==> config.mk <==
export PLATFORM = sky130hd
export DESIGN_NAME = mtx4_queue
export DESIGN_NICKNAME = d
export VERILOG_FILES = /design/src/assert_macros.svh /design/src/mtx4_pkg.sv /design/src/mtx4_queue.sv
export SDC_FILE = /design/constraint.sdc
export NUM_CORES = 1
export LEC_CHECK = 0
export BUFFER_PORTS_ARGS = -buffer_cell sky130_fd_sc_hd__buf_2
export CORE_MARGIN = 3
export CORE_UTILIZATION = 56
export CTS_CLUSTER_SIZE = 14
export DETAILED_ROUTE_END_ITERATION = 8
export MAX_ROUTING_LAYER = met4
export PLACE_DENSITY = 0.84
export SYNTH_ARGS = -nofsm -noshare
export SYNTH_HDL_FRONTEND = slang
export SYNTH_SLANG_ARGS = --single-unit
==> constraint.sdc <==
create_clock -name clk -period 16.9 [get_ports clk]
set_clock_uncertainty 0.15 [all_clocks]
set_input_delay 2.535 -clock clk [delete_from_list [all_inputs] [get_ports clk]]
set_output_delay 2.535 -clock clk [all_outputs]
set_load 0.02 [all_outputs]
==> src/assert_macros.svh <==
// Assertion macros shared by the RTL files that carry concurrent checks.
// No dependencies; pulled in by `include where assertions are written.
`ifndef ASSERT_MACROS_SVH
`define ASSERT_MACROS_SVH

// Same-cycle implication, disabled while reset is asserted.
`define ASSERT_IMPLIES(label, clk, rst_n, ante, cons, msg) \
	label: assert property (@(posedge clk) disable iff (!rst_n) (ante) |-> (cons)) \
		else $error(msg);

// Next-cycle implication, disabled while reset is asserted.
`define ASSERT_NEXT(label, clk, rst_n, ante, cons, msg) \
	label: assert property (@(posedge clk) disable iff (!rst_n) (ante) |=> (cons)) \
		else $error(msg);

`endif

==> src/mtx4_pkg.sv <==
// Shared types and constants for the 4x4 matrix row multiplier.
// No dependencies; used by every module of the block.
`timescale 1ns / 1ps

package mtx4_pkg;

	localparam int unsigned DATA_W            = 32;
	localparam int unsigned DIM               = 4;
	localparam int unsigned ROW_W             = 2;
	localparam int unsigned FRAC_BITS_DEFAULT = 16;
	localparam int unsigned QUEUE_DEPTH_DEFAULT = 2;

	typedef logic signed [DATA_W-1:0] word_t;

	typedef enum logic {
		KIND_LOAD = 1'b0,
		KIND_MUL  = 1'b1
	} kind_t;

	// Request payload as seen on the input channel.
	typedef struct packed {
		kind_t                    kind;
		logic [ROW_W-1:0]         row;
		logic signed [DATA_W-1:0] elem0;
		logic signed [DATA_W-1:0] elem1;
		logic signed [DATA_W-1:0] elem2;
		logic signed [DATA_W-1:0] elem3;
	} req_t;

	// Result payload as seen on the output channel.
	typedef struct packed {
		logic [ROW_W-1:0]         out_row;
		logic signed [DATA_W-1:0] prod0;
		logic signed [DATA_W-1:0] prod1;
		logic signed [DATA_W-1:0] prod2;
		logic signed [DATA_W-1:0] prod3;
	} rsp_t;

	// Decoded operation passed from front to back through the queue.
	typedef struct packed {
		kind_t            kind;
		logic [ROW_W-1:0] row;
		word_t [DIM-1:0]  elem;
	} op_t;

endpackage

==> src/mtx4_queue.sv <==
// Short FIFO of decoded operations between the front and back stages.
// Depends on mtx4_pkg.
`timescale 1ns / 1ps

module mtx4_queue #(
	parameter int unsigned DEPTH = mtx4_pkg::QUEUE_DEPTH_DEFAULT
) (
	input  logic          clk,
	input  logic          arst_n,
	input  logic          in_valid,
	output logic          in_ready,
	input  mtx4_pkg::op_t in_op,
	output logic          out_valid,
	input  logic          out_ready,
	output mtx4_pkg::op_t out_op
);

	localparam int unsigned PTR_W = (DEPTH > 1) ? $clog2(DEPTH) : 1;
	localparam int unsigned CNT_W = $clog2(DEPTH + 1);
	localparam logic [PTR_W-1:0] LAST = PTR_W'(DEPTH - 1);
	localparam logic [CNT_W-1:0] FULL = CNT_W'(DEPTH);

	mtx4_pkg::op_t    mem [DEPTH];
	logic [PTR_W-1:0] wr_ptr_q;
	logic [PTR_W-1:0] rd_ptr_q;
	logic [CNT_W-1:0] count_q;
	logic             push;
	logic             pop;

	assign in_ready  = count_q != FULL;
	assign out_valid = count_q != '0;
	assign out_op    = mem[rd_ptr_q];
	assign push      = in_valid && in_ready;
	assign pop       = out_valid && out_ready;

	always_ff @(posedge clk or negedge arst_n) begin
		if (!arst_n) begin
			wr_ptr_q <= '0;
			rd_ptr_q <= '0;
			count_q  <= '0;
		end else begin
			if (push) begin
				wr_ptr_q <= (wr_ptr_q == LAST) ? '0 : wr_ptr_q + 1'b1;
			end
			if (pop) begin
				rd_ptr_q <= (rd_ptr_q == LAST) ? '0 : rd_ptr_q + 1'b1;
			end
			if (push && !pop) begin
				count_q <= count_q + 1'b1;
			end else if (pop && !push) begin
				count_q <= count_q - 1'b1;
			end
		end
	end

	always_ff @(posedge clk) begin
		if (push) begin
			mem[wr_ptr_q] <= in_op;
		end
	end

endmodule

Yosys cells after proc, flatten, opt, wreduce, memory -nomap -nowiden
Memory sizes are Yosys's and may differ from the RTL's.
Cells that the tools add are included.
- bits of input ports: 135
- memories: 1
- register bits after elaboration: 4
- bits in writable memories: 262
- word-level logic and storage cells: 23
- memory list (name ; words ; width ; rd ports ; clocked after memory_dff ; wr ports ; line ; RTL):
    mem ; 2 ; 131 ; 1 ; 0 ; 1 ; mtx4_queue.sv:23 ; mtx4_pkg::op_t mem [DEPTH];
- reduce and logical (&&, ||, !) cells: 8
- equality and inequality tests: 1
- muxes and demuxes: 6
- $add $sub $neg: 4
- operators by type and width (operator ; number):
    $logic_and A1 B1 Y1 ; 4
    $mux W1 ; 4
    $mux W2 ; 2
    $reduce_bool A2 Y1 ; 2
    $add A1 B1 Y1 const B ; 2
    $add A2 B1 Y2 const B ; 1
    $logic_not A1 Y1 ; 2
    $ne A2 B2 Y1 const B ; 1
    $sub A2 B1 Y2 const B ; 1

Longest topological paths before layout
Gate-level depths: netlist of run 1.
- depth after elaboration: 6
- depth in mapped cells: 7

Worst setup path after synthesis of run 1
OpenSTA, ideal clock, no wires.
- kind: input port to flip-flop
- start point: input port in_valid
- end point: memory mem[0][0] (netlist name) (enable)
- arrival time: 8.074 ns
- setup slack: 8.053 ns
- data required time: 16.127 ns
- cell stages on the path: 2
- buffers on the path: 0
- library setup time: 0.623 ns
- cell sequence: nand2_1 nor2_1
- word-level cells in the longest chain between the ends: 3
- RTL lines (what ; line ; RTL):
    start, declared ; mtx4_queue.sv:10 ; input logic in_valid,
    $logic_and A1 B1 Y1 ; mtx4_queue.sv:33 ; assign push = in_valid && in_ready;
    $mux W1 ; mtx4_queue.sv:57 ; if (push) begin
    $mux W1 (not written as such) ; mtx4_queue.sv:58 ; mem[wr_ptr_q] <= in_op;
    end, declared ; mtx4_queue.sv:23 ;
No other way between the ends.

==> impl_metrics.ini, run 1 <==
[pwr]
combPwrFrac_pct = 34.0
vdd_drop_max_mv = 0.181
sw_frac_of_total_pct = 31.6
p_switching_mw = 0.722
p_clk_share_pct = 24.4
powerDensity_nw_per_um2 = 185
p_int_mw = 1.57
pwr-share-seq_pct = 41.6
p_leak_nw = 4.86

[floorplanning]
coreArea_um2 = 17400
die-height_um = 139
io-pin-count = 268
die_area_um2 = 19500
die_w_um = 139
initial_utilization_pct = 57.5
std_cell_rows = 48

[clocking]
cts_root_buf = clkbuf_16
htree_levels = 1
postCtsHoldBufs = 0
clk_path_buf_depth = 3
cts_buffers = 27
clk_latency_ns = 0.50
clk_pin_slew_ns = 0.06
cts_resized = 0
cts_setup_buffers = 0
cts_tree = yes
clock-sinks = 266

[finish]
seqCellArea_um2 = 7970
final_nets = 848
layout_common_cells = buf_2, edfxtp_1, mux2_4, mux2_2, clkbuf_16
area_growth_pct = 23.7
drive_above_1_share_pct = 60.3
multi_input_area_um2 = 1880
nFillCells = 1052
postLayoutCellArea_um2 = 12300
final_common_cell = buf_2

[critical_path]
endpoint_kind = output pin
cp_max_fo = 64
rrSetupSlack_ns = 14.06
crit_buf_inv = 2
critPathKind = flip-flop to output pin
crit_slowest_cell = buf_4
cp_data_arrival_time_ns = 2.51
slowest_delay_ns = 0.77
cp-start-kind = flip-flop
cp_cell_sequence = buf_4, mux2_2, buf_2
worstRegToRegCells = 3
cp_top_family = buffers and inverters
r2r-start = count_q[0]
worstPathRequired_ns = 14.22
r2r_end = mem[1][6]

[outcome]
status = finished clean

[placed_design]
placed_area_um2 = 11500
portBuffers = 267
gp_congestion = 0.769
hpwl_mm = 12.4

[yosys]
netlist_instances = 426
ys_types = 16
ys_seq_area_share_pct = 79.8
yosys_warnings = 0
avgSynthCellArea_um2 = 23.4
ys_ff_latch = 266
synth_area_um2 = 9980
syn-num-nets = 562

[timing]
tightest_slew_ns = 0.989
timing.fmax_mhz = 192
hold_viol = 0
rsz0062_at_grt = no
fin_setup_tns_ns = 0
post-route-min-period_ns = 5.20
relSlewSlack_pct = 34.1
drv_slew = 0
setup_violations = 0
finalCritPeriodShare_pct = 30.8

[run]
drv_cap = 0

[grt]
grt_max_degree = 76
first_global_vias = 5326
antenna_found_initial = 1
grt_pass1_wl_mm = 28.8
grt-ovfl-total = 0
gr-usage-all-layers_pct = 19.2

[routing]
antenna_left = 0
first_pass_iters = 4
vias = 4968
drt_iter0_drc = 314
avgRoutedWirePerCell_um = 19.3
drc = 0
routed_via_density = 5.20
wl_mm = 18.4

[hold_path]
hold_path_depth = 1
worstHoldEndpoint = count_q[1]
hp-class = flip-flop to flip-flop
worstHoldStart = count_q[1]
[worst max path at each step]
| stage | startpoint | to | depth (start not counted) |
|---|---|---|---|
| 2_1_floorplan | in_valid | mem[0][0] | 2 |
| 3_3_place_gp | in_valid | mem[1][28] | 3 |
| 3_5_place_dp | in_valid | mem[1][108] | 3 |
| 4_1_cts | rd_ptr_q | out_op[8] | 3 |
| 5_1_grt | rd_ptr_q | out_op[124] | 3 |
| 6_report | rd_ptr_q | out_op[0] | 3 |
[per-stage QoR]
step / hold slack (ns) / power (mW) / cells / setup WS [ns] / utilization [%]
finish: 0.395 / 2.29 / 956 / 11.70 / 71.1
global placement: 0.322 / 1.72 / 908 / 12.11 / 66.3
CTS: 0.389 / 2.32 / 955 / 11.66 / 71.1
global route: 0.431 / 2.39 / 956 / 11.58 / 71.1
floorplan: 0.306 / 1.56 / 426 / 8.05 / -
detailed placement: 0.372 / 1.75 / 908 / 12.04 / 66.3
[layout make-up]
type	count	share of cell area [%]
diodes	1	0.0203
repair buffers	272	11.1
clock buffers	32	5.62
flip-flops and latches	266	64.6
clock inverters	15	1.15
inverters	1	0.0304
multi-input cells	144	15.2
well taps	225	2.28
[cells in the mapped netlist]
library cell | count | area, um2
edfxtp_1 | 262 | 7870
mux2_4 | 80 | 1200
mux2_2 | 51 | 574
buf_6 | 9 | 101
buf_2 | 5 | 25.0
dfrtp_1 | 4 | 100
xnor2_1 | 3 | 26.3
nand2_1 | 2 | 7.51
nor2_1 | 2 | 7.51
xor2_1 | 2 | 17.5
and3_1 | 1 | 6.26
buf_8 | 1 | 15.0
ha_1 | 1 | 12.5
inv_1 | 1 | 3.75
nand2b_1 | 1 | 6.26
or2_2 | 1 | 6.26
[power by group through the flow]
stage / clock (mW) / sequential, mW / combinational (mW)
floorplan: 0 / 0.967 / 0.589
global placement: 0 / 0.953 / 0.771
detailed placement: 0 / 0.967 / 0.786
CTS: 0.573 / 0.954 / 0.790
global route: 0.600 / 0.966 / 0.824
finish: 0.558 / 0.952 / 0.778
[cells by family after synthesis]
kind of cell / Yosys count / share of synthesized area (%)
and+or+nand+nor: 7 / 0.339
xor gates and xnor gates: 5 / 0.439
DFF: 266 / 79.8
buffers and inverters: 16 / 1.45
muxes: 131 / 17.8
adders and majority gates: 1 / 0.125
[flip-flops by register name (all words and copies together) (netlist names)]
name / cells
count_q: 2
rd_ptr_q: 1
mem: 262
wr_ptr_q: 1
[per-layer routing]
metal / track usage [%] / part of all wire, % / wire length, um / up-vias
met5: - / 0 / 0 / -
met4: 5.20 / 2.3 / 426 / 0
met3: 4.91 / 8.3 / 1530 / 44
met2: 30.9 / 49 / 9100 / 219
met1: 24.7 / 40 / 7370 / 2438
li1: - / - / - / 2267
[worst reg2reg max path: stages (launching register included)]
cell,delay [ns]
dfrtp_1,0.41
nand2b_1,0.17
and3_4,0.77
buf_4,0.89
No activity file was read; power rests on OpenSTA's default activity.
==> inputs of run 2 (changes only) <==
--- a/config.mk
+++ b/config.mk
@@ -7,11 +7,11 @@
 export LEC_CHECK = 0
 export BUFFER_PORTS_ARGS = -buffer_cell sky130_fd_sc_hd__buf_2
 export CORE_MARGIN = 3
-export CORE_UTILIZATION = 56
+export CORE_UTILIZATION = 52
 export CTS_CLUSTER_SIZE = 14
 export DETAILED_ROUTE_END_ITERATION = 8
 export MAX_ROUTING_LAYER = met4
-export PLACE_DENSITY = 0.84
+export PLACE_DENSITY = 0.79
 export SYNTH_ARGS = -nofsm -noshare
 export SYNTH_HDL_FRONTEND = slang
 export SYNTH_SLANG_ARGS = --single-unit
==> constraint.sdc (replaced) <==
create_clock -name clk -period 4.9 [get_ports clk]
set_clock_uncertainty 0.15 [all_clocks]
set_input_delay 0.735 -clock clk [delete_from_list [all_inputs] [get_ports clk]]
set_output_delay 0.735 -clock clk [all_outputs]
set_load 0.02 [all_outputs]
==> impl_metrics.ini, run 2 (synthesized netlist as in run 1, its figures left out) <==
[placed_design]
portBuffers = 267
placed_area_um2 = 11500
gp_congestion = 0.792
hpwl_mm = 12.4

[critical_path]
critPathKind = flip-flop to output pin
cp_max_fo = 83
slowest_delay_ns = 0.87
endpoint_kind = output pin
cp-start-kind = flip-flop
cp_cell_sequence = buf_12, mux2_2, buf_2
rrSetupSlack_ns = 2.56
r2r-start = count_q[0]
cp_data_arrival_time_ns = 2.58
crit_slowest_cell = dfrtp_4
worstRegToRegCells = 3
worstPathRequired_ns = 4.01
r2r_end = mem[1][98]

[finish]
top_regs = mem (262), count_q (2)
nFillCells = 1254
layout_common_cells = buf_2, edfxtp_1, mux2_4, mux2_2, clkbuf_16
final_nets = 848
drive_above_1_share_pct = 60.0
final_common_cell = buf_2
postLayoutCellArea_um2 = 12300
area_growth_pct = 23.7
largest_reg_flops = 262
largest-register = mem

[timing]
holdWs_ns = 0.253
post-route-min-period_ns = 3.47
setup_violations = 0
rsz0062_at_grt = no
finalCritPeriodShare_pct = 70.8
timing.fmax_mhz = 288
hold_viol = 0
relSlewSlack_pct = 32.9
drv_slew = 0
tightest_slew_ns = 1.01
fin_setup_tns_ns = 0

[clocking]
cts_buffers = 27
postCtsHoldBufs = 1
cts_setup_buffers = 0
clk_path_buf_depth = 3
cts_resized = 0
htree_levels = 1
clk_latency_ns = 0.52
clk_pin_slew_ns = 0.06
clock-sinks = 266
cts_tree = yes
cts_root_buf = clkbuf_16

[floorplanning]
die_area_um2 = 20900
initial_utilization_pct = 53.2
coreArea_um2 = 18800
die-height_um = 145
std_cell_rows = 50
die_w_um = 145
io-pin-count = 268

[outcome]
status = finished clean

[hold_path]
hold_path_depth = 1
hp-class = input pin to flip-flop
worstHoldEndpoint = mem[0][107]
worstHoldStart = in_op[107]

[routing]
first_pass_iters = 7
wl_mm = 18.6
drc = 0
routed_via_density = 5.16
antenna_left = 0
vias = 5004
avgRoutedWirePerCell_um = 19.1
drt_iter0_drc = 221

[pwr]
powerDensity_nw_per_um2 = 628
vdd_drop_max_mv = 0.426
p_leak_nw = 4.85

[grt]
grt-ovfl-total = 0
gr-usage-all-layers_pct = 17.0
grt_max_degree = 84
grt_pass1_wl_mm = 26.8
antenna_found_initial = 4
first_global_vias = 5019

[run]
drv_cap = 0
==> run 2: worst max-delay path: cells and delay by family (launching register included) <==
family,cells,cell delay [ns]
mux,1,0.40
flops,1,0.87
buf+inv,2,0.72
==> run 2: worst max path at each step <==
stage	startpoint	to	slack [ns]	cells past startpoint
floorplan	in_valid	mem[0][0]	0.06	2
global placement	rd_ptr_q	out_op[111]	1.97	3
detailed placement	rd_ptr_q	out_op[111]	1.95	3
CTS	rd_ptr_q	out_op[111]	1.37	3
global route	rd_ptr_q	out_op[111]	1.26	3
finish	rd_ptr_q	out_op[111]	1.43	3
==> run 2: final cells by class <==
| cell class | instances | area [um2] | area share (%) |
|---|---|---|---|
| flip-flops and latches | 266 | 7970 | 64.6 |
| multi-input cells | 144 | 1880 | 15.2 |
| repair buffers | 272 | 1400 | 11.4 |
| clock buffers | 40 | 744 | 6.03 |
| well taps | 234 | 293 | 2.37 |
| clock inverters | 9 | 38.8 | 0.314 |
| diodes | 4 | 10.0 | 0.0811 |
| inverters | 1 | 3.75 | 0.0304 |
==> run 2: power breakdown <==
group	switching [mW]	internal, mW	leakage [nW]
clock network	0.763	1.04	0.384
registers	0.203	3.12	2.48
logic	1.51	1.12	1.99
==> run 2: per-layer routing <==
layer  share of wire, %  global-route usage [%]
met5                  0                       -
met4                3.2                    6.19
met3                8.6                    4.89
met2                 51                    28.1
met1                 38                    20.1
==> run 2: metrics by stage <==
step	setup slack [ns]	power, mW	cells	util (%)
final	1.43	7.76	970	65.8
after global routing	1.26	8.12	970	65.8
after CTS	1.37	7.87	966	65.7
after detailed placement	1.95	6.04	916	61.5
after global placement	1.97	5.96	916	61.5
after floorplan	0.0644	5.34	426	-
